===== src/design/kuf_pkg.sv =====
`timescale 1ns / 1ps
// ----------------------------------------------------------------------------
// kuf_pkg
// Shared types and constants of the kruskal union-find edge filter.
// ----------------------------------------------------------------------------
package kuf_pkg;

  localparam int NODE_W    = 10;
  localparam int DIST_W    = 32;
  localparam int CFG_W     = 11;
  localparam int ACC_CNT_W = 10;
  localparam int RANK_W    = 4;
  localparam int EPOCH_W   = 8;
  localparam int APB_AW    = 3;
  localparam int APB_DW    = 32;

  localparam logic [RANK_W-1:0] RANK_MAX       = 4'd15;
  localparam logic [CFG_W-1:0]  NODE_COUNT_RST = 11'd1024;
  localparam logic              REG_NODE_COUNT = 1'b0;

  typedef enum logic [1:0] {
    STATUS_ACCEPTED  = 2'd0,
    STATUS_REJECTED  = 2'd1,
    STATUS_DISCARDED = 2'd2
  } edge_status_t;

  typedef struct packed {
    logic [NODE_W-1:0] source_node;
    logic [NODE_W-1:0] target_node;
    logic [DIST_W-1:0] edge_distance;
    logic              first_edge;
  } in_req_t;

  typedef struct packed {
    edge_status_t         edge_status;
    logic [DIST_W-1:0]    echoed_distance;
    logic                 tree_complete;
    logic [ACC_CNT_W-1:0] accepted_count;
  } out_res_t;

  typedef enum logic [3:0] {
    ST_IDLE,
    ST_SWEEP,
    ST_CHECK,
    ST_WALK,
    ST_COMP,
    ST_TURN,
    ST_LINK,
    ST_BUMP,
    ST_DONE
  } kuf_state_t;

endpackage


===== src/design/kuf_cfg.sv =====
`timescale 1ns / 1ps
// ----------------------------------------------------------------------------
// kuf_cfg
// APB register file holding the node count.
// ----------------------------------------------------------------------------
module kuf_cfg import kuf_pkg::*; (
  input  logic              clk,
  input  logic              rst_n,
  input  logic              psel,
  input  logic              penable,
  input  logic              pwrite,
  input  logic [APB_AW-1:0] paddr,
  input  logic [APB_DW-1:0] pwdata,
  output logic [APB_DW-1:0] prdata,
  output logic              pready,
  output logic [CFG_W-1:0]  node_count
);

  logic [CFG_W-1:0] node_count_r;
  logic             sel_node_count;

  assign sel_node_count = (paddr[APB_AW-1] == REG_NODE_COUNT);

  always_ff @(posedge clk) begin
    if (!rst_n) begin
      node_count_r <= NODE_COUNT_RST;
    end else if (psel && penable && pwrite && sel_node_count) begin
      node_count_r <= pwdata[CFG_W-1:0];
    end
  end

  assign prdata     = sel_node_count ? APB_DW'(node_count_r) : '0;
  assign pready     = 1'b1;
  assign node_count = node_count_r;

endmodule


===== config.mk =====
export PLATFORM = sky130hd
export DESIGN_NAME = kuf_cfg
export DESIGN_NICKNAME = d
export VERILOG_FILES = /design/src/design/kuf_pkg.sv /design/src/design/kuf_cfg.sv
export SDC_FILE = /design/constraint.sdc
export NUM_CORES = 1
export LEC_CHECK = 0
export CAP_MARGIN = 20
export CORE_MARGIN = 3
export CORE_UTILIZATION = 45
export DETAILED_ROUTE_END_ITERATION = 6
export DONT_BUFFER_PORTS = 1
export GPL_TIMING_DRIVEN = 0
export HOLD_SLACK_MARGIN = 0.03
export PLACE_DENSITY = 0.59
export SETUP_SLACK_MARGIN = 0.5
export SLEW_MARGIN = 20
export SYNTH_ARGS = -nofsm -noshare
export SYNTH_HDL_FRONTEND = slang
export SYNTH_SLANG_ARGS = --single-unit

===== constraint.sdc =====
create_clock -name clk -period 0.8 [get_ports clk]
set_input_delay 0.08 -clock clk [delete_from_list [all_inputs] [get_ports clk]]
set_output_delay 0.08 -clock clk [all_outputs]
set_load 0.01 [all_outputs]

-- Word-level counts from Yosys, hierarchy flattened
Cells that the tools add are included.
- muxes and demuxes: 1
- bitwise gates (word level): 1
- reductions and logical operators: 3
- operator list (cell ; number):
    $mux W11 ; 1
    $logic_and A1 B1 Y1 ; 3
    $not A1 Y1 ; 1
- flip-flop bits (word level): 11
- input bits: 40

-- Longest topological paths before layout
Gate-level depths: netlist (run 1).
- word-level depth: 3
- gate-level depth with buffers: 3
- depth with buffers taken out: 2

-- Worst setup path after synthesis (run 1)
Ideal clock, no wire load.
- kind: input-to-reg
- start: in paddr[2]
- end: reg node_count_r[0] (netlist: node_count[0])
- path slack: 0.027 ns
- stages on the path: 3
- data arrival time: 0.701 ns
- setup time: 0.072 ns
- path through: and4b_4 buf_12 mux2i_1
- longest elaborated chain between the ends: 2
- ends and longest elaborated chain (item ; RTL line ; source):
    start, declared ; kuf_cfg.sv:12 ; input logic [APB_AW-1:0] paddr,
    $not A1 Y1 ; kuf_cfg.sv:22 ; assign sel_node_count = (paddr[APB_AW-1] == REG_NODE_COUNT);
    $logic_and A1 B1 Y1 ; kuf_cfg.sv:27 ; end else if (psel && penable && pwrite && sel_node_count) begin
    end signal, assigned ; kuf_cfg.sv:28 ; node_count_r <= pwdata[CFG_W-1:0];
    end, declared ; kuf_cfg.sv:19 ; logic [CFG_W-1:0] node_count_r;
Every way passes these cells.
A chain may end at the register's enable or synchronous reset.

-- Worst setup path in the final report (run 1)
- start: reg node_count_r[8] (netlist: node_count[8])
- end: out prdata[8]
- longest elaborated chain between the ends: 1
- ends and longest elaborated chain (item ; RTL line ; source):
    $mux W11 ; kuf_cfg.sv:32 ; assign prdata = sel_node_count ? APB_DW'(node_count_r) : '0;
    end, declared ; kuf_cfg.sv:14 ; output logic [APB_DW-1:0] prdata,
Every way passes these cells.

==> impl_metrics.json, run 1 <==
{
  "syn_avg_cell_area_um2": 8.42,
  "power_density_nw_per_um2": 1220,
  "wl_met3_um": 232,
  "endpoint_kind": "output pin",
  "cts_root_buffer": "clkbuf_4",
  "io_pins": 84,
  "clock_latency_ns": 0.26,
  "grt_overflow": 0,
  "path_delay_family": "flip-flops",
  "cp_data_required_time_ns": 0.72,
  "hold_violations": 10,
  "crit_fanout": 3,
  "rsz0062_at_grt": "true",
  "maxSlewViolCount": 0,
  "crit_buf_inv": 0,
  "drtIter0Drc": 5,
  "grtUsageTotal": 0.135,
  "cts_made_buffers": 3,
  "drv_cap": 0,
  "post_cts_buffers": 0,
  "start_kind": "register",
  "seq_area_frac_synth": 0.312,
  "worstSetupPathType": "register to output pin",
  "power_leakage_uw": 0.000426,
  "largest_reg_flops": 11,
  "slew_headroom": 0.614,
  "cp.arrival_ns": 0.81,
  "drive_above_1_share": 0.519,
  "finalWirelength_um": 1480,
  "holdWs_ns": -0.0588,
  "dp_hpwl_um": 1180,
  "fin_area_um2": 961,
  "grt_pass1_vias": 438,
  "max_stage_delay_ns": 0.36,
  "ys_types": 11,
  "finalCritPeriodShare": 1.12,
  "die_h_um": 45.6,
  "setup-violations-final": 11,
  "path_cells": "and2b_1",
  "die_area_um2": 2080,
  "period_minus_slack_ns": 0.894,
  "clock_skew_ns": 0,
  "die_x_um": 45.6,
  "vias": 531,
  "fin_nets": 149,
  "synthToLayoutAreaGrowth_pct": 35.9,
  "row_count": 13,
  "hp-class": "input port to register",
  "worst_pin_slew_ns": 0.579,
  "tns_ns": -0.900,
  "insertedDiodeCount": 0,
  "ys_ff_latch": 11,
  "clockBufferDepth": 2,
  "h-tree-depth": 1,
  "syn_area_um2": 707,
  "top_layer": "met3",
  "wl_met1_um": 485,
  "start_util": 0.511,
  "max_freq_ghz": 1.12,
  "drc": 0,
  "clock-sinks": 11,
  "ir_worst_vdd_mv": 0.987,
  "wire_per_inst_um": 12.0,
  "outcome": "complete, but fails checks",
  "portBuffers": 0,
  "placed_area_um2": 877,
  "finalWorstSetupSlack_ns": -0.0944,
  "antenna_found_initial": 0,
  "grt_pass1_wl_um": 2030,
  "grt_max_degree": 11,
  "vias_per_cell": 4.32,
  "synth_cells": 84,
  "wl_met2_um": 757,
  "core_um2": 1380,
  "violations": "hold timing, setup timing",
  "firstDrtPassIters": 4,
  "cts_tree": "built",
  "clk_pin_slew_worst_paths_ns": 0.07,
  "globalplace.congestion": 0.701,
  "drtAntennaViolNets": 0,
  "cp_slowest_cell": "dfxtp_4",
  "ys_warn_count": 0
}
-- cells in the mapped netlist (all sizes together) --
library cell,number,area [um^2]
and2b,1,7.51
and4b,1,13.8
buf,24,190
clkbuf,2,7.51
conb,2,7.51
dfxtp,11,220
mux2i,11,110
nand2,20,75.1
nor2b,12,75.1
-- placed cells by master (no fill, tap or decap) --
| master | count |
|---|---|
| buf_4 | 22 |
| conb_1 | 22 |
| nand2_1 | 13 |
| mux2i_1 | 11 |
| dfxtp_4 | 11 |
| nor2b_4 | 10 |
| nand2_2 | 7 |
| clkbuf_1 | 3 |
| clkbuf_4 | 3 |
| nor2b_1 | 2 |
| buf_2 | 1 |
| and4b_4 | 1 |
| buf_12 | 1 |
| and2b_1 | 1 |
-- metal layers --
metal  global-route usage  up-vias
li1                     -      268
met1                0.149      226
met2                0.226       37
met3               0.0711        0
met4               0.0351        0
met5                    0        -
-- final timing paths --
kind	startpoint	to	slack [ns]	depth (start not counted)
min reg2reg	node_count[7]	node_count[7]	0.50	2
max reg2reg	node_count[10]	node_count[10]	0.14	2
max	node_count[8]	prdata[8]	-0.09	1
min	pwdata[1]	node_count[1]	-0.06	2
-- area by class of cell --
| class | count | area [um^2] |
|---|---|---|
| Multi-Input combinational cell | 67 | 457 |
| Fill cell | 112 | 422 |
| Sequential cell | 11 | 262 |
| Buffer | 26 | 198 |
| Clock buffer | 4 | 26.3 |
| Tap cell | 15 | 18.8 |
-- metrics by stage --
| step | setup WS, ns | std cells | power (uW) | hold WS, ns | util |
|---|---|---|---|---|---|
| after global placement | -0.000480 | 119 | 822 | 0.225 | 0.634 |
| after global routing | -0.132 | 123 | 1250 | -0.0775 | 0.695 |
| after floorplan | 0.0270 | 104 | 805 | 0.222 | - |
| after CTS | -0.106 | 123 | 1180 | -0.0671 | 0.677 |
| after detailed placement | -0.0251 | 119 | 823 | 0.230 | 0.634 |
| final | -0.0944 | 123 | 1170 | -0.0588 | 0.695 |
-- where the power goes --
| part | switching (uW) | internal, uW |
|---|---|---|
| clock | 186 | 193 |
| sequential | 18.1 | 531 |
| combinational | 127 | 115 |
| total | 331 | 839 |
-- cells by family after synthesis --
logic type,count (synthesis),synth area share
and+or+nand+nor,34,0.242
buffers and inverters,26,0.280
muxes,11,0.156
DFF,11,0.312
other,2,0.0106
-- timing repair --
action,in CTS,in global routing
endpoints found under the hold margin,11,11
gates resized for setup,18,10
setup endpoints to repair,33,33
No activity file was read; power rests on OpenSTA's default activity.
==> inputs of run 2 (changes only) <==
Settings changed: CORE_ASPECT_RATIO set to 1.2.
==> run 2 against run 1 <==
The run still ends with hold timing, setup timing left. Core utilization down 3.4 points. Non-clock buffer count unchanged. Largest power group unchanged. Critical endpoint unchanged. Cell count up 1.6%. Sequential power about the same. Sequential share of layout area down 0.18 points.
==> impl_metrics.json, run 2 (synthesis results as in run 1) <==
{
  "finalWorstSetupSlack_ns": -0.0901,
  "outcome": "complete, but fails checks",
  "clock_latency_ns": 0.26,
  "setup-violations-final": 11,
  "r2r_end": "node_count[10]",
  "max_stage_delay_ns": 0.36,
  "cp_slowest_cell": "dfxtp_4",
  "core_um2": 1460,
  "hp-class": "input port to register",
  "pre_cts_ws_ns": -0.0180,
  "grtUsageTotal": 0.155,
  "post_cts_buffers": 0,
  "firstDrtPassIters": 2,
  "rsz0062_at_grt": "true",
  "largest_reg_flops": 11,
  "cts_made_buffers": 3,
  "finalWirelength_um": 1460,
  "clk_pin_slew_worst_paths_ns": 0.07,
  "worstSetupPathType": "register to output pin",
  "row_count": 15,
  "io_pins": 84,
  "maxSlewViolCount": 0,
  "grt_max_degree": 11,
  "violations": "hold timing, setup timing",
  "insertedDiodeCount": 0,
  "grt_pass1_vias": 507,
  "path_depth": 1,
  "cp_data_required_time_ns": 0.72,
  "clock_skew_ns": 0,
  "path_delay_family": "flip-flops",
  "clock-sinks": 11,
  "drv_cap": 0,
  "max_freq_ghz": 1.12,
  "cts_root_buffer": "clkbuf_4",
  "wire_per_inst_um": 11.6,
  "period_minus_slack_ns": 0.890,
  "dp_hpwl_um": 1150,
  "vias": 512,
  "antenna_found_initial": 0,
  "drtAntennaViolNets": 0,
  "grt_overflow": 0,
  "crit_buf_inv": 0,
  "path_cells": "and2b_1",
  "grt_pass1_wl_um": 2400,
  "fin_nets": 149,
  "drc": 0,
  "cts_tree": "built",
  "vias_per_cell": 4.10,
  "finalCritPeriodShare": 1.11,
  "globalplace.congestion": 0.644,
  "r2r_start": "node_count[10]",
  "start_util": 0.483,
  "min_path_cells": 2,
  "worst_pin_slew_ns": 0.513,
  "h-tree-depth": 1,
  "final_cell_mix": "22 x buf_4, 22 x conb_1, 13 x nand2_1",
  "synthToLayoutAreaGrowth_pct": 36.8,
  "rrSetupSlack_ns": 0.16,
  "die_x_um": 42.2,
  "hold-path-endpoint": "node_count[5]",
  "cp.arrival_ns": 0.81,
  "holdCritStartpoint": "pwdata[5]",
  "dp_cells": 121,
  "holdWs_ns": -0.0541,
  "fin_cells": 125,
  "power_leakage_uw": 0.000430,
  "endpoint_kind": "output pin",
  "rr_worst_depth": 2,
  "drtIter0Drc": 6,
  "portBuffers": 0,
  "die_h_um": 49.4,
  "clockBufferDepth": 2,
  "power_density_nw_per_um2": 1200,
  "ir_worst_vdd_mv": 0.655,
  "crit_fanout": 3,
  "slew_headroom": 0.658,
  "start_kind": "register",
  "drive_above_1_share": 0.537,
  "die_area_um2": 2080,
  "hold_violations": 11
}
-- run 2: cell counts in the layout (fill, tap and decap cells not counted) --
Identical to the previous run, type by type.
-- run 2: timing repair --
| action | 4_1_cts | 5_1_grt |
|---|---|---|
| pin swaps | 0 | 0 |
| cloned | 0 | 0 |
| setup endpoints to repair | 33 | 33 |
| gates resized for setup | 16 | 15 |
| hold endpoints to repair | 11 | 11 |
-- run 2: routing by layer --
metal  GRT usage  routed length [um]  up-vias
met3      0.0590                 157        2
met4      0.0933                  24        0
met2       0.228                 756       33
met1       0.186                 517      209
met5           0                   0        -
li1            -                   -      268
-- run 2: stage by stage --
| step | total power, uW | hold WS (ns) | instance area, um^2 | setup TNS (ns) | util |
|---|---|---|---|---|---|
| finish | 1160 | -0.0541 | 967 | -0.865 | 0.661 |
| global route | 1250 | -0.0699 | 967 | -1.29 | 0.661 |
| detailed placement | 825 | 0.229 | 880 | -0.121 | 0.601 |
| global placement | 822 | 0.224 | 880 | -0.0169 | 0.601 |
| CTS | 1170 | -0.0517 | 933 | -0.933 | 0.638 |
| floorplan | 805 | 0.222 | 858 | 0 | - |
-- run 2: worst max path at each step --
stage | end | startpoint | slack, ns
final | prdata[8] | node_count[8] | -0.09
after global routing | prdata[8] | node_count[8] | -0.13
after CTS | prdata[8] | node_count[8] | -0.09
after detailed placement | node_count[7] | paddr[2] | -0.02
after global placement | node_count[0] | paddr[2] | -0.006
after floorplan | node_count[0] | paddr[2] | 0.03
-- run 2: final cells by class --
cell class / count / area, um^2
Fill cell: 133 / 497
Buffer: 26 / 199
Multi-Input combinational cell: 67 / 459
Sequential cell: 11 / 262
Tap cell: 17 / 21.3
Clock buffer: 4 / 26.3
-- run 2: power by group --
| part | switching (uW) | internal [uW] | leakage [uW] |
|---|---|---|---|
| registers | 17.9 | 532 | 0.0000968 |
| clock network | 173 | 193 | 0.0000150 |
| logic | 127 | 116 | 0.000318 |
==> inputs of run 3 (changes only) <==
Settings changed: BUFFER_PORTS_ARGS set to -buffer_cell sky130_fd_sc_hd__clkbuf_2, CORE_UTILIZATION 45 to 29, DONT_BUFFER_PORTS 1 to not set, PLACE_DENSITY 0.59 to 0.72, SLEW_MARGIN 20 to not set.
==> run 3 against run 2 <==
The run ends with setup timing left. Cell area up 47%. First-iteration DRC count grew 17%. Sequential power rose by 4.2%. Clock power is 3% higher. Critical endpoint is now prdata[6]. Largest power group unchanged.
==> impl_metrics.json, run 3 (synthesis results as in run 1) <==
{
  "outcome": "complete, but fails checks",
  "violations": "setup timing",
  "drtIter0Drc": 7,
  "max_stage_delay_ns": 0.36,
  "tns_ns": -2.76,
  "die_h_um": 60.1,
  "finalWorstSetupSlack_ns": -0.179,
  "core_um2": 2180,
  "clk_pin_slew_worst_paths_ns": 0.07,
  "worst_pin_slew_ns": 0.528,
  "grtUsageTotal": 0.140,
  "fin_nets": 203,
  "regArea_um2": 234,
  "cp.arrival_ns": 0.90,
  "clockBufferDepth": 2,
  "power_leakage_uw": 0.000715,
  "clock-sinks": 11,
  "portBuffers": 38,
  "grt_max_degree": 11,
  "endpoint_kind": "output pin",
  "drc": 0,
  "vias_per_cell": 3.91,
  "antenna_found_initial": 0,
  "rsz0062_at_grt": "true",
  "grt_overflow": 0,
  "wire_per_inst_um": 12.1,
  "drive_above_1_share": 0.636,
  "start_kind": "register",
  "hp-class": "input port to register",
  "die_x_um": 51.1,
  "start_util": 0.324,
  "path_cells": "nor2b_4 -> buf_6",
  "maxSlewViolCount": 0,
  "path_delay_family": "flip-flops",
  "cp_slowest_cell": "dfxtp_2",
  "power_uw": 1330,
  "firstDrtPassIters": 2,
  "vias": 750,
  "die_area_um2": 3070,
  "crit_fanout": 3,
  "grt_pass1_wl_um": 3160,
  "power_density_nw_per_um2": 937,
  "max_freq_ghz": 1.02,
  "insertedDiodeCount": 0,
  "cts_tree": "built",
  "final_cell_mix": "28 x buf_4, 24 x buf_6, 22 x conb_1",
  "cts_made_buffers": 3,
  "cts_root_buffer": "clkbuf_4",
  "row_count": 18,
  "clock_latency_ns": 0.26,
  "final_common_cell": "buf_4",
  "globalplace.congestion": 0.648,
  "drtAntennaViolNets": 0,
  "drv_cap": 0,
  "fillers": 190,
  "worstSetupPathType": "register to output pin",
  "hold_violations": 0,
  "clock_skew_ns": 0,
  "synthToLayoutAreaGrowth_pct": 101,
  "io_pins": 84,
  "largest_reg_flops": 11,
  "slew_headroom": 0.648,
  "finalCritPeriodShare": 1.22,
  "finalWirelength_um": 2330,
  "multi_input_area_um2": 439,
  "cp_data_required_time_ns": 0.72,
  "crit_buf_inv": 1,
  "h-tree-depth": 1,
  "dp_hpwl_um": 1370,
  "ir_worst_vdd_mv": 0.627,
  "setup-violations-final": 32,
  "grt_pass1_vias": 733,
  "period_minus_slack_ns": 0.979
}
-- run 3: final timing paths --
path                               startpoint            end  slack [ns]  cells past startpoint
worst max-delay path            node_count[6]      prdata[6]       -0.18                      2
worst min-delay path                pwdata[7]  node_count[7]        0.03                      3
worst max register to register  node_count[6]  node_count[6]       -0.13                      4
worst min register to register  node_count[2]  node_count[2]        0.47                      2
-- run 3: what timing repair did --
| action | 4_1_cts | 5_1_grt |
|---|---|---|
| setup endpoints to repair | 33 | 33 |
| gates resized for setup | 15 | 41 |
| cloned | 1 | 0 |
| hold endpoints to repair | 7 | 1 |
| buffers inserted | 13 | 2 |
-- run 3: worst register-to-register path, cell delays in order, from the launching register on --
cell and delay (ns):
dfxtp_2 0.36, buf_4 0.11, buf_4 0.09, nand2_1 0.05
mux2i_1 0.22
-- run 3: layer usage --
layer,wire length [um],GRT usage
met1,860,0.167
met2,1200,0.249
met3,270,0.0349
met4,0,0.0346
met5,0,0
-- run 3: stage by stage --
stage	instances	setup WS, ns	instance area [um^2]	utilization	hold slack [ns]
final	192	-0.179	1420	0.651	0.0338
after global placement	172	-0.110	1090	0.497	0.313
after global routing	192	-0.209	1420	0.651	0.0330
after CTS	190	-0.158	1290	0.590	0.0198
after detailed placement	172	-0.148	1090	0.497	0.318
after floorplan	104	0.0270	858	-	0.222
-- run 3: layout make-up --
| cell class | count | share of cell area |
|---|---|---|
| sequential | 11 | 0.164 |
| buffer | 26 | 0.139 |
| clock buffer | 4 | 0.0185 |
| timing repair buffer | 54 | 0.343 |
| tap | 30 | 0.0264 |
| multi-input combinational | 67 | 0.309 |
-- run 3: power by group --
group | switching (uW) | total, uW | leakage (uW) | internal [uW]
registers | 10.0 | 572 | 0.0000935 | 562
logic | 173 | 386 | 0.000607 | 212
clock network | 183 | 376 | 0.0000150 | 193
