[config.mk]
export PLATFORM = sky130hd
export DESIGN_NAME = kuf_engine
export DESIGN_NICKNAME = d
export VERILOG_FILES = /design/src/design/kuf_pkg.sv /design/src/design/kuf_engine.sv
export SDC_FILE = /design/constraint.sdc
export NUM_CORES = 1
export LEC_CHECK = 0
export BUFFER_PORTS_ARGS = -buffer_cell sky130_fd_sc_hd__buf_2
export CORE_MARGIN = 2
export CORE_UTILIZATION = 30
export CTS_CLUSTER_SIZE = 8
export DETAILED_ROUTE_END_ITERATION = 7
export HOLD_SLACK_MARGIN = 0.02
export PLACE_DENSITY = 0.51
export SLEW_MARGIN = 20
export SYNTH_ARGS = -nofsm -noshare
export SYNTH_HDL_FRONTEND = slang
export SYNTH_SLANG_ARGS = --single-unit
[constraint.sdc]
create_clock -name clk -period 6.55 [get_ports clk]
set_clock_uncertainty 0.2 [all_clocks]
set_input_delay 0 -clock clk [delete_from_list [all_inputs] [get_ports clk]]
set_output_delay 0 -clock clk [all_outputs]
set_load 0.01 [all_outputs]
[src/design/kuf_pkg.sv]
`timescale 1ns / 1ps
// ----------------------------------------------------------------------------
// kuf_pkg
// Shared types and constants of the kruskal union-find edge filter.
// ----------------------------------------------------------------------------
package kuf_pkg;

  localparam int NODE_W    = 10;
  localparam int DIST_W    = 32;
  localparam int CFG_W     = 11;
  localparam int ACC_CNT_W = 10;
  localparam int RANK_W    = 4;
  localparam int EPOCH_W   = 8;
  localparam int APB_AW    = 3;
  localparam int APB_DW    = 32;

  localparam logic [RANK_W-1:0] RANK_MAX       = 4'd15;
  localparam logic [CFG_W-1:0]  NODE_COUNT_RST = 11'd1024;
  localparam logic              REG_NODE_COUNT = 1'b0;

  typedef enum logic [1:0] {
    STATUS_ACCEPTED  = 2'd0,
    STATUS_REJECTED  = 2'd1,
    STATUS_DISCARDED = 2'd2
  } edge_status_t;

  typedef struct packed {
    logic [NODE_W-1:0] source_node;
    logic [NODE_W-1:0] target_node;
    logic [DIST_W-1:0] edge_distance;
    logic              first_edge;
  } in_req_t;

  typedef struct packed {
    edge_status_t         edge_status;
    logic [DIST_W-1:0]    echoed_distance;
    logic                 tree_complete;
    logic [ACC_CNT_W-1:0] accepted_count;
  } out_res_t;

  typedef enum logic [3:0] {
    ST_IDLE,
    ST_SWEEP,
    ST_CHECK,
    ST_WALK,
    ST_COMP,
    ST_TURN,
    ST_LINK,
    ST_BUMP,
    ST_DONE
  } kuf_state_t;

endpackage

[src/design/kuf_engine.sv]
`timescale 1ns / 1ps
// ----------------------------------------------------------------------------
// kuf_engine
// Union-find sequencer: walks, compresses and links forest entries in the RAM.
// ----------------------------------------------------------------------------
module kuf_engine import kuf_pkg::*; #(
  parameter int MAX_NODES = 1024
) (
  input  logic                                           clk,
  input  logic                                           rst_n,
  input  logic                                           start,
  output logic                                           busy,
  input  in_req_t                                        in_data,
  input  logic [CFG_W-1:0]                               node_count,
  output logic                                           out_valid,
  output out_res_t                                       out_data,
  output logic                                           ram_wr_en,
  output logic [$clog2(MAX_NODES)-1:0]                   ram_wr_addr,
  output logic [EPOCH_W+$clog2(MAX_NODES)+RANK_W-1:0]    ram_wr_data,
  output logic                                           ram_rd_en,
  output logic [$clog2(MAX_NODES)-1:0]                   ram_rd_addr,
  input  logic [EPOCH_W+$clog2(MAX_NODES)+RANK_W-1:0]    ram_rd_data
);

  localparam int IDX_W = $clog2(MAX_NODES);
  localparam int CNT_W = $clog2(MAX_NODES + 1);
  localparam int NW    = (CNT_W > CFG_W) ? CNT_W : CFG_W;
  localparam logic [IDX_W-1:0] LAST_IDX = IDX_W'(MAX_NODES - 1);
  localparam logic [NW-1:0]    MAX_N    = NW'(MAX_NODES);
  localparam logic [NW-1:0]    MIN_N    = NW'(2);

  kuf_state_t state_r, state_nxt;

  logic [EPOCH_W-1:0] epoch_r, epoch_nxt;
  logic [IDX_W-1:0]   sweep_r, sweep_nxt;
  logic [CNT_W-1:0]   count_r, count_nxt;
  logic               complete_r, complete_nxt;
  logic               pend_r, pend_nxt;
  logic               out_valid_r, out_valid_nxt;

  logic [NODE_W-1:0]  src_r, src_nxt;
  logic [NODE_W-1:0]  dst_r, dst_nxt;
  logic [DIST_W-1:0]  dist_r, dist_nxt;
  logic               side_r, side_nxt;
  logic [IDX_W-1:0]   cur_r, cur_nxt;
  logic [IDX_W-1:0]   x_r, x_nxt;
  logic [IDX_W-1:0]   root_a_r, root_a_nxt;
  logic [RANK_W-1:0]  rank_a_r, rank_a_nxt;
  logic [RANK_W-1:0]  rank_b_r, rank_b_nxt;
  edge_status_t       status_r, status_nxt;
  out_res_t           out_data_r, out_data_nxt;
  logic [IDX_W-1:0]   rdq_addr_r;

  // decoded read data, stale epoch reads as a fresh singleton
  logic [EPOCH_W-1:0] rd_tag;
  logic [IDX_W-1:0]   rd_parent;
  logic [RANK_W-1:0]  rd_rank;
  logic               hit;
  logic [IDX_W-1:0]   eff_parent;
  logic [RANK_W-1:0]  eff_rank;

  logic [NW-1:0]      nc_ext, n_eff, lim, cnt_ext, inc_ext, src_ext, dst_ext;
  logic [CNT_W-1:0]   count_inc;
  logic [IDX_W-1:0]   src_a, dst_a, start_node;
  logic               par_is_cur, early_done, out_range, same_root, a_wins, bump_needed;
  logic               epoch_wrap, sweep_end;

  assign rd_tag    = ram_rd_data[EPOCH_W+IDX_W+RANK_W-1 -: EPOCH_W];
  assign rd_parent = ram_rd_data[IDX_W+RANK_W-1:RANK_W];
  assign rd_rank   = ram_rd_data[RANK_W-1:0];
  assign hit       = (rd_tag == epoch_r);
  assign eff_parent = hit ? rd_parent : rdq_addr_r;
  assign eff_rank   = hit ? rd_rank : '0;

  assign nc_ext  = NW'(node_count);
  always_comb begin
    priority if (nc_ext < MIN_N) begin
      n_eff = MIN_N;
    end else if (nc_ext > MAX_N) begin
      n_eff = MAX_N;
    end else begin
      n_eff = nc_ext;
    end
  end
  assign lim       = n_eff - NW'(1);
  assign cnt_ext   = NW'(count_r);
  assign count_inc = count_r + CNT_W'(1);
  assign inc_ext   = NW'(count_inc);
  assign src_ext   = NW'(src_r);
  assign dst_ext   = NW'(dst_r);
  assign src_a     = src_ext[IDX_W-1:0];
  assign dst_a     = dst_ext[IDX_W-1:0];
  assign start_node = side_r ? dst_a : src_a;

  assign par_is_cur  = (eff_parent == cur_r);
  assign early_done  = complete_r || (cnt_ext >= lim);
  assign out_range   = (src_ext >= n_eff) || (dst_ext >= n_eff);
  assign same_root   = (root_a_r == cur_r);
  assign a_wins      = (rank_a_r > rank_b_r);
  assign bump_needed = (rank_a_r == rank_b_r) && (rank_b_r != RANK_MAX);
  assign epoch_wrap  = (epoch_r == '1);
  assign sweep_end   = (sweep_r == LAST_IDX);

  // next state
  always_comb begin
    state_nxt = state_r;
    unique case (state_r)
      ST_IDLE: begin
        if (start) begin
          state_nxt = (in_data.first_edge && epoch_wrap) ? ST_SWEEP : ST_CHECK;
        end
      end
      ST_SWEEP: begin
        if (sweep_end) begin
          state_nxt = pend_r ? ST_CHECK : ST_IDLE;
        end
      end
      ST_CHECK: begin
        state_nxt = (early_done || out_range) ? ST_DONE : ST_WALK;
      end
      ST_WALK: begin
        if (par_is_cur) begin
          state_nxt = (start_node == cur_r) ? ST_TURN : ST_COMP;
        end
      end
      ST_COMP: begin
        if (par_is_cur) begin
          state_nxt = ST_TURN;
        end
      end
      ST_TURN: begin
        state_nxt = side_r ? ST_LINK : ST_WALK;
      end
      ST_LINK: begin
        priority if (same_root) begin
          state_nxt = ST_DONE;
        end else if (!a_wins && bump_needed) begin
          state_nxt = ST_BUMP;
        end else begin
          state_nxt = ST_DONE;
        end
      end
      ST_BUMP: state_nxt = ST_DONE;
      ST_DONE: state_nxt = ST_IDLE;
      default: state_nxt = ST_IDLE;
    endcase
  end

  // datapath and memory control
  always_comb begin
    epoch_nxt     = epoch_r;
    sweep_nxt     = sweep_r;
    count_nxt     = count_r;
    complete_nxt  = complete_r;
    pend_nxt      = pend_r;
    out_valid_nxt = 1'b0;
    src_nxt       = src_r;
    dst_nxt       = dst_r;
    dist_nxt      = dist_r;
    side_nxt      = side_r;
    cur_nxt       = cur_r;
    x_nxt         = x_r;
    root_a_nxt    = root_a_r;
    rank_a_nxt    = rank_a_r;
    rank_b_nxt    = rank_b_r;
    status_nxt    = status_r;
    out_data_nxt  = out_data_r;
    ram_wr_en     = 1'b0;
    ram_wr_addr   = cur_r;
    ram_wr_data   = {epoch_r, cur_r, rank_b_r};
    ram_rd_en     = 1'b0;
    ram_rd_addr   = cur_r;
    unique case (state_r)
      ST_IDLE: begin
        if (start) begin
          src_nxt  = in_data.source_node;
          dst_nxt  = in_data.target_node;
          dist_nxt = in_data.edge_distance;
          pend_nxt = 1'b1;
          if (in_data.first_edge) begin
            count_nxt    = '0;
            complete_nxt = 1'b0;
            epoch_nxt    = epoch_r + EPOCH_W'(1);
            sweep_nxt    = '0;
          end
        end
      end
      ST_SWEEP: begin
        ram_wr_en   = 1'b1;
        ram_wr_addr = sweep_r;
        ram_wr_data = {{EPOCH_W{1'b0}}, sweep_r, {RANK_W{1'b0}}};
        sweep_nxt   = sweep_r + IDX_W'(1);
      end
      ST_CHECK: begin
        side_nxt = 1'b0;
        priority if (early_done) begin
          complete_nxt = 1'b1;
          status_nxt   = STATUS_DISCARDED;
        end else if (out_range) begin
          status_nxt = STATUS_REJECTED;
        end else begin
          ram_rd_en   = 1'b1;
          ram_rd_addr = src_a;
          cur_nxt     = src_a;
        end
      end
      ST_WALK: begin
        if (par_is_cur) begin
          if (side_r) begin
            rank_b_nxt = eff_rank;
          end else begin
            rank_a_nxt = eff_rank;
          end
          if (start_node != cur_r) begin
            ram_rd_en   = 1'b1;
            ram_rd_addr = start_node;
            x_nxt       = start_node;
          end
        end else begin
          ram_rd_en   = 1'b1;
          ram_rd_addr = eff_parent;
          cur_nxt     = eff_parent;
        end
      end
      ST_COMP: begin
        // point x at the root, read its old parent in the same cycle
        ram_wr_en   = 1'b1;
        ram_wr_addr = x_r;
        ram_wr_data = {epoch_r, cur_r, eff_rank};
        if (!par_is_cur) begin
          ram_rd_en   = 1'b1;
          ram_rd_addr = eff_parent;
          x_nxt       = eff_parent;
        end
      end
      ST_TURN: begin
        if (!side_r) begin
          root_a_nxt  = cur_r;
          side_nxt    = 1'b1;
          ram_rd_en   = 1'b1;
          ram_rd_addr = dst_a;
          cur_nxt     = dst_a;
        end
      end
      ST_LINK: begin
        if (same_root) begin
          status_nxt = STATUS_REJECTED;
        end else begin
          status_nxt = STATUS_ACCEPTED;
          count_nxt  = count_inc;
          if (inc_ext >= lim) begin
            complete_nxt = 1'b1;
          end
          ram_wr_en = 1'b1;
          if (a_wins) begin
            ram_wr_addr = cur_r;
            ram_wr_data = {epoch_r, root_a_r, rank_b_r};
          end else begin
            ram_wr_addr = root_a_r;
            ram_wr_data = {epoch_r, cur_r, rank_a_r};
          end
        end
      end
      ST_BUMP: begin
        ram_wr_en   = 1'b1;
        ram_wr_addr = cur_r;
        ram_wr_data = {epoch_r, cur_r, rank_b_r + RANK_W'(1)};
      end
      ST_DONE: begin
        out_valid_nxt                = 1'b1;
        pend_nxt                     = 1'b0;
        out_data_nxt.edge_status     = status_r;
        out_data_nxt.echoed_distance = dist_r;
        out_data_nxt.tree_complete   = complete_r;
        out_data_nxt.accepted_count  = ACC_CNT_W'(count_r);
      end
      default: begin
        pend_nxt = 1'b0;
      end
    endcase
  end

  always_ff @(posedge clk) begin
    if (!rst_n) begin
      state_r     <= ST_SWEEP;
      epoch_r     <= '0;
      sweep_r     <= '0;
      count_r     <= '0;
      complete_r  <= 1'b0;
      pend_r      <= 1'b0;
      out_valid_r <= 1'b0;
    end else begin
      state_r     <= state_nxt;
      epoch_r     <= epoch_nxt;
      sweep_r     <= sweep_nxt;
      count_r     <= count_nxt;
      complete_r  <= complete_nxt;
      pend_r      <= pend_nxt;
      out_valid_r <= out_valid_nxt;
    end
  end

  always_ff @(posedge clk) begin
    src_r      <= src_nxt;
    dst_r      <= dst_nxt;
    dist_r     <= dist_nxt;
    side_r     <= side_nxt;
    cur_r      <= cur_nxt;
    x_r        <= x_nxt;
    root_a_r   <= root_a_nxt;
    rank_a_r   <= rank_a_nxt;
    rank_b_r   <= rank_b_nxt;
    status_r   <= status_nxt;
    out_data_r <= out_data_nxt;
    if (ram_rd_en) begin
      rdq_addr_r <= ram_rd_addr;
    end
  end

  assign busy      = (state_r != ST_IDLE);
  assign out_valid = out_valid_r;
  assign out_data  = out_data_r;

endmodule

* Word-level counts from Yosys, hierarchy flattened
Index checks and enable logic that the tools add are counted.
** Word-level totals
- Flip-flop bits (word level) :: 184
- Input port bits :: 89
- Output and inout bits :: 91
- Word-level logic and storage cells :: 159
** Cells by class
- Add/sub/neg operators :: 5
- $lt $le $gt $ge :: 7
- Eq/ne operators :: 28
- Muxes and demuxes :: 65
- Bitwise gates (word level) :: 2
- Reductions and logical operators :: 30
** Operator list (number)
- $mux W10 :: 15
- $pmux W22 S4 :: 1
- $pmux W10 S3 :: 2
- $mux W11 :: 5
- $pmux W10 S2 :: 2
- $pmux W10 S4 :: 1
- $mux W4 :: 8
- $pmux W4 S8 :: 1
- $eq A10 B10 Y1 :: 3
- $mux W14 :: 2
- $ge A10 B11 Y1 :: 2
- $ge A11 B11 Y1 :: 2
- $pmux W11 S2 :: 1
- $ne A2 B2 Y1 const B :: 10
- $eq A4 B3 Y1 const B :: 4
- $mux W1 :: 16
- $reduce_and A3 Y1 :: 4
- $reduce_and A4 Y1 :: 3
- $add A11 B1 Y11 const B :: 1
- $gt A11 B11 Y1 const B :: 1
- $lt A11 B2 Y1 const B :: 1
- $sub A11 B1 Y11 const B :: 1
- $add A10 B1 Y10 const B :: 1
- $eq A10 B10 Y1 const B :: 1
- other kinds (30) :: 49

* Logic depth before layout (Yosys ltp)
- Depth in word-level cells :: 9
- Mapped depth :: 19
- Mapped depth without buffers :: 17

* Least setup slack after synthesis
OpenSTA, ideal clock, no wires.
- Path type :: in2reg
- Start :: input port node_count[9]
- End :: register rdq_addr_r[0], enable pin
- Library setup time :: 0.355 ns
- Data arrival time :: 3.694 ns
- Required time :: 5.995 ns
- Path slack :: 2.301 ns
- Stages :: 17
- Path buffers :: 1
- Path through :: nor4_2 > nand2_1 > o21ai_0 > ha_1 > clkbuf_1 > nand3_1 > o21ai_0 > a21o_1 > ha_1 > a21oi_1 > o21ai_0 > o21bai_1 > a32o_1 > o311ai_4 > o211ai_4 > nor3_2 > or4_1
** On the way
- Longest elaborated chain between the ends :: 8
- Elaborated cells on any way between the ends :: 13
- Classes of those cells :: add/sub (1); order compare (5); mux (5); reduce/logical (2)
** RTL lines
- start: declaration :: RTL line kuf_engine.sv:14 : input logic [CFG_W-1:0] node_count,
- $gt A11 B11 Y1 :: RTL line kuf_engine.sv:79 : end else if (nc_ext > MAX_N) begin
- $mux W11 :: RTL line kuf_engine.sv:79
- $mux W11 (*) :: RTL line kuf_engine.sv:77 : priority if (nc_ext < MIN_N) begin
- $sub A11 B1 Y11 / $ge A10 B11 Y1 (equally long branches) :: RTL line kuf_engine.sv:85, kuf_engine.sv:97
- $ge A11 B11 Y1 / $logic_or A1 B1 Y1 (equally long branches) :: RTL line kuf_engine.sv:96, kuf_engine.sv:97
- $logic_or A1 B1 Y1 / $mux W1 (equally long branches) :: RTL line kuf_engine.sv:96, kuf_engine.sv:199
- $mux W1 (*) :: RTL line kuf_engine.sv:196 : priority if (early_done) begin
- $pmux W1 S4 (*) :: RTL line kuf_engine.sv:173 : unique case (state_r)
- named net ram_rd_en :: RTL line kuf_engine.sv:20 : output logic ram_rd_en,
- end signal: assignment :: RTL line kuf_engine.sv:316 : rdq_addr_r <= ram_rd_addr;
- end: declaration :: RTL line kuf_engine.sv:52 : logic [IDX_W-1:0] rdq_addr_r;
Mark *: on every way through the listed nets, which the timed path passes. The rest lies on a longest branch.
A chain may end at the register's enable or synchronous reset.

* Final worst setup path
- Start :: input port node_count[9]
- End :: output port ram_rd_en
** On the way
- Longest elaborated chain between the ends :: 8
- Elaborated cells on any way between the ends :: 13
- Classes of those cells :: add/sub (1); order compare (5); mux (5); reduce/logical (2)
** RTL lines (RTL line)
- $gt A11 B11 Y1 :: kuf_engine.sv:79
- $mux W11 :: kuf_engine.sv:79
- $mux W11 (*) :: kuf_engine.sv:77
- $sub A11 B1 Y11 / $ge A10 B11 Y1 (equally long branches) :: kuf_engine.sv:85, kuf_engine.sv:97
- $ge A11 B11 Y1 / $logic_or A1 B1 Y1 (equally long branches) :: kuf_engine.sv:96, kuf_engine.sv:97
- $logic_or A1 B1 Y1 / $mux W1 (equally long branches) :: kuf_engine.sv:96, kuf_engine.sv:199
- $mux W1 (*) :: kuf_engine.sv:196
- $pmux W1 S4 (*) :: kuf_engine.sv:173
- end: declaration :: kuf_engine.sv:20
Mark *: on every way between the ends. The rest lies on a longest branch, timed or not.

==> flow_metrics.py <==
metrics = {
    "outcome": {
        "status": "completed",
    },
    "die": {
        "io_pins": 180,
        "dieArea_sq_mm": 0.0359,
        "fp.dieW_um": 189,
        "num_rows": 67,
        "coreArea_sq_mm": 0.0337,
        "initial_core_util_pct": 30.6,
        "dieHeight_um": 189,
    },
    "detailed_routing": {
        "drtIter0Drc": 747,
        "post-route-drc-count": 0,
        "dr.pass1.iters": 7,
        "wire_per_inst_um": 19.5,
        "num_vias": 8498,
        "wirelength_mm": 32.0,
        "ant_nets": 0,
        "via_per_inst": 5.17,
    },
    "critical_path": {
        "cp-end-kind": "output port",
        "critPathSlowestCell": "or4_1",
        "cp_data_arrival_time_ps": 5490,
        "startpoint": "node_count[9]",
        "critPathCapture": "ram_rd_en",
        "required_ps": 6350,
        "timing.critical_path.fanout_max": 19,
        "r2r_cells": 7,
        "crit_type": "primary input to output port",
        "crit_chain": "dlygate4sd3_1 -> buf_2 -> nor4_2 -> nand2_1 -> o21ai_0 -> ha_1 -> a21oi_1 -> a21o_1 -> ha_1 -> nand2_1 -> o21ai_0 -> o21bai_1 -> and4_1 -> nor3_2 -> o211ai_4 -> nor3_2 -> or4_1 -> buf_2",
        "cp-start-kind": "primary input",
        "r2r-start": "epoch_r[3]",
        "cpPeakStageDelay_ps": 870,
        "ff2ff_setup_slack_ps": 2510,
        "r2r-end": "x_r[6]",
    },
    "synthesis": {
        "synth_nets": 1092,
        "postSynth.asyncResetShare_pct": 0,
        "synth.distinct_cells": 74,
        "ys.flop_type": "edfxtp_1",
        "yosysSeqAreaShare_pct": 50.0,
        "synth_seq_cells": 184,
        "synth.avg_cell_area_sq_um": 10.8,
        "yosys-top-cells-area": "edfxtp_1, dfxtp_1, ha_1, xor2_1, mux2i_1",
        "synth_edf_count": 148,
        "syn_inst": 957,
        "yosys.area.top_type": "edfxtp_1",
        "synth_top_area_share_pct": 43.1,
        "yosys_warnings": 0,
        "synth.most_common_cell": "edfxtp_1",
        "syn_area_sq_mm": 0.0103,
        "synthTopCellsByCount": "edfxtp_1, nand2_1, nor2_1",
    },
    "timing": {
        "rsz0062_at_grt": "false",
        "period_needed_ps": 5690,
        "worst_pin_slew_ps": 1050,
        "fin_crit_sh_pct": 86.9,
        "fin_setup_tns_ps": 0,
        "holdWs_ps": 19.5,
        "setup_violations": 0,
        "worst_slack_ps": 857,
        "hold_violations": 0,
        "slew_violations": 0,
        "relSlewSlack_pct": 29.9,
        "max_freq_mhz": 176,
    },
    "clock_tree": {
        "hold_buffers": 70,
        "postCtsSetupBuffers": 0,
        "ctsResizeCount": 0,
        "clock_sinks": 184,
        "cts_inserted_buffers": 17,
        "cts_tree": "built",
        "cts_buffer_depth": 2,
        "clk_pin_slew_ps": 70,
        "htreeDepth": 4,
        "clock_latency_ps": 450,
        "cts_root_buffer": "clkbuf_16",
    },
    "placement": {
        "io_buffer_count": 179,
        "placed_area_sq_mm": 0.0116,
        "post-dp-hpwl_mm": 23.4,
        "pre_cts_slack_ps": 1410,
        "dp_cells": 1542,
        "place.gp.congestion": 0.815,
    },
    "final_layout": {
        "final_area_sq_mm": 0.0129,
        "fin_nets": 1318,
        "area_growth_pct": 25.3,
        "final_util_pct": 38.4,
        "instances_no_fill": 1643,
        "diodes": 0,
        "drive_gt1_share_pct": 21.2,
    },
    "pwr": {
        "totalPowerFinal_mw": 3.48,
        "peakVddDrop_uv": 189,
        "power.density_mw_per_mm2": 269,
        "p_leak_nw": 5.08,
    },
    "global_route": {
        "grt_max_degree": 55,
        "antenna_found_initial": 0,
        "grtUsageTotal_pct": 18.2,
        "grt_pass1_wl_mm": 49.8,
        "grt_overflow": 0,
        "first_global_vias": 8314,
    },
    "worst_hold_path": {
        "hold_path.class": "primary input to flop",
    },
    "job": {
        "cap_violations": 0,
    },
}
[cells in the final DEF (no fill, tap or decap), types with 6 or more instances in the layout]
cell type,Yosys,final
nand4_1,14,14
a21o_1,9,9
and2_1,17,16
a31oi_1,6,6
dfxtp_1,36,36
o21ai_0,52,52
a221o_1,7,7
and3_1,11,10
inv_1,39,39
nand2_1,77,77
edfxtp_1,148,148
nor3_1,26,23
nor2b_1,17,17
xnor2_1,30,30
mux2i_1,29,29
a311o_1,15,15
o22ai_1,11,11
mux2_2,10,10
buf_4,1,10
buf_2,17,179
xor2_1,36,36
a21boi_0,10,10
clkbuf_16,0,17
ha_1,46,46
a21oi_1,44,44
nor4_1,9,9
a222oi_1,20,20
nor2_1,67,66
or3_1,10,10
nand3_1,22,22
o21a_1,8,8
dlygate4sd3_1,0,70
[worst max-delay path, delay by kind of cell]
kind	cells	cell delay, ps
fa+ha+maj	2	770
buf+inv	3	960
simple gates	7	2090
compound gates	6	1650
[cells by family after synthesis]
family / Yosys count / share of synthesized area, %
xor gates and xnor gates: 66 / 5.60
buffers and inverters: 91 / 3.62
adders and majority gates: 46 / 5.58
muxes: 39 / 3.90
AOI/OAI and AO/OA: 232 / 16.5
DFF: 184 / 50.0
and+or+nand+nor: 299 / 14.7
[power by group]
group / internal [mW] / switching, mW
clock: 0.508 / 0.524
combinational: 0.386 / 0.578
sequential: 1.38 / 0.107
[how the worst min path moves through the flow]
stage	endpoint	slack, ps	cells past startpoint	start
6_report	x_r[6]	20	4	ram_rd_data[10]
5_1_grt	x_r[6]	40	4	ram_rd_data[10]
4_1_cts	dist_r[26]	20	2	in_data[27]
3_5_place_dp	src_a[6]	-20	1	in_data[49]
3_3_place_gp	dist_r[27]	-20	1	in_data[28]
2_1_floorplan	dist_r[0]	-100	0	in_data[1]
[final cells by class]
class	instances	area [sq um]
Timing Repair Buffer	259	1670
Multi-Input combinational cell	682	4800
Inverter	39	146
Tap cell	448	561
Clock inverter	14	158
Sequential cell	184	5160
Fill cell	3359	20800
Clock buffer	17	425
[registers in the layout, summed over array words and instances, names as in the netlist, 8 cells and up]
name and count:
cnt_ext 11, cur_r 10, dist_r 32, dst_a 10
epoch_r 8, out_data 45, rdq_addr_r 10, root_a_r 10
src_a 10, sweep_r 10, x_r 10
[routing by layer]
metal  share of wire (%)  GRT usage [%]  wire length (um)  up-vias
met3                 5.3           3.23              1680       48
met5                   0              0                 0        -
met2                  47           29.1             15100      280
met1                  45           24.4             14400     4090
met4                 2.6           6.98               835        0
li1                    -              -                 -     4080
No activity file was read; power rests on OpenSTA's default activity.
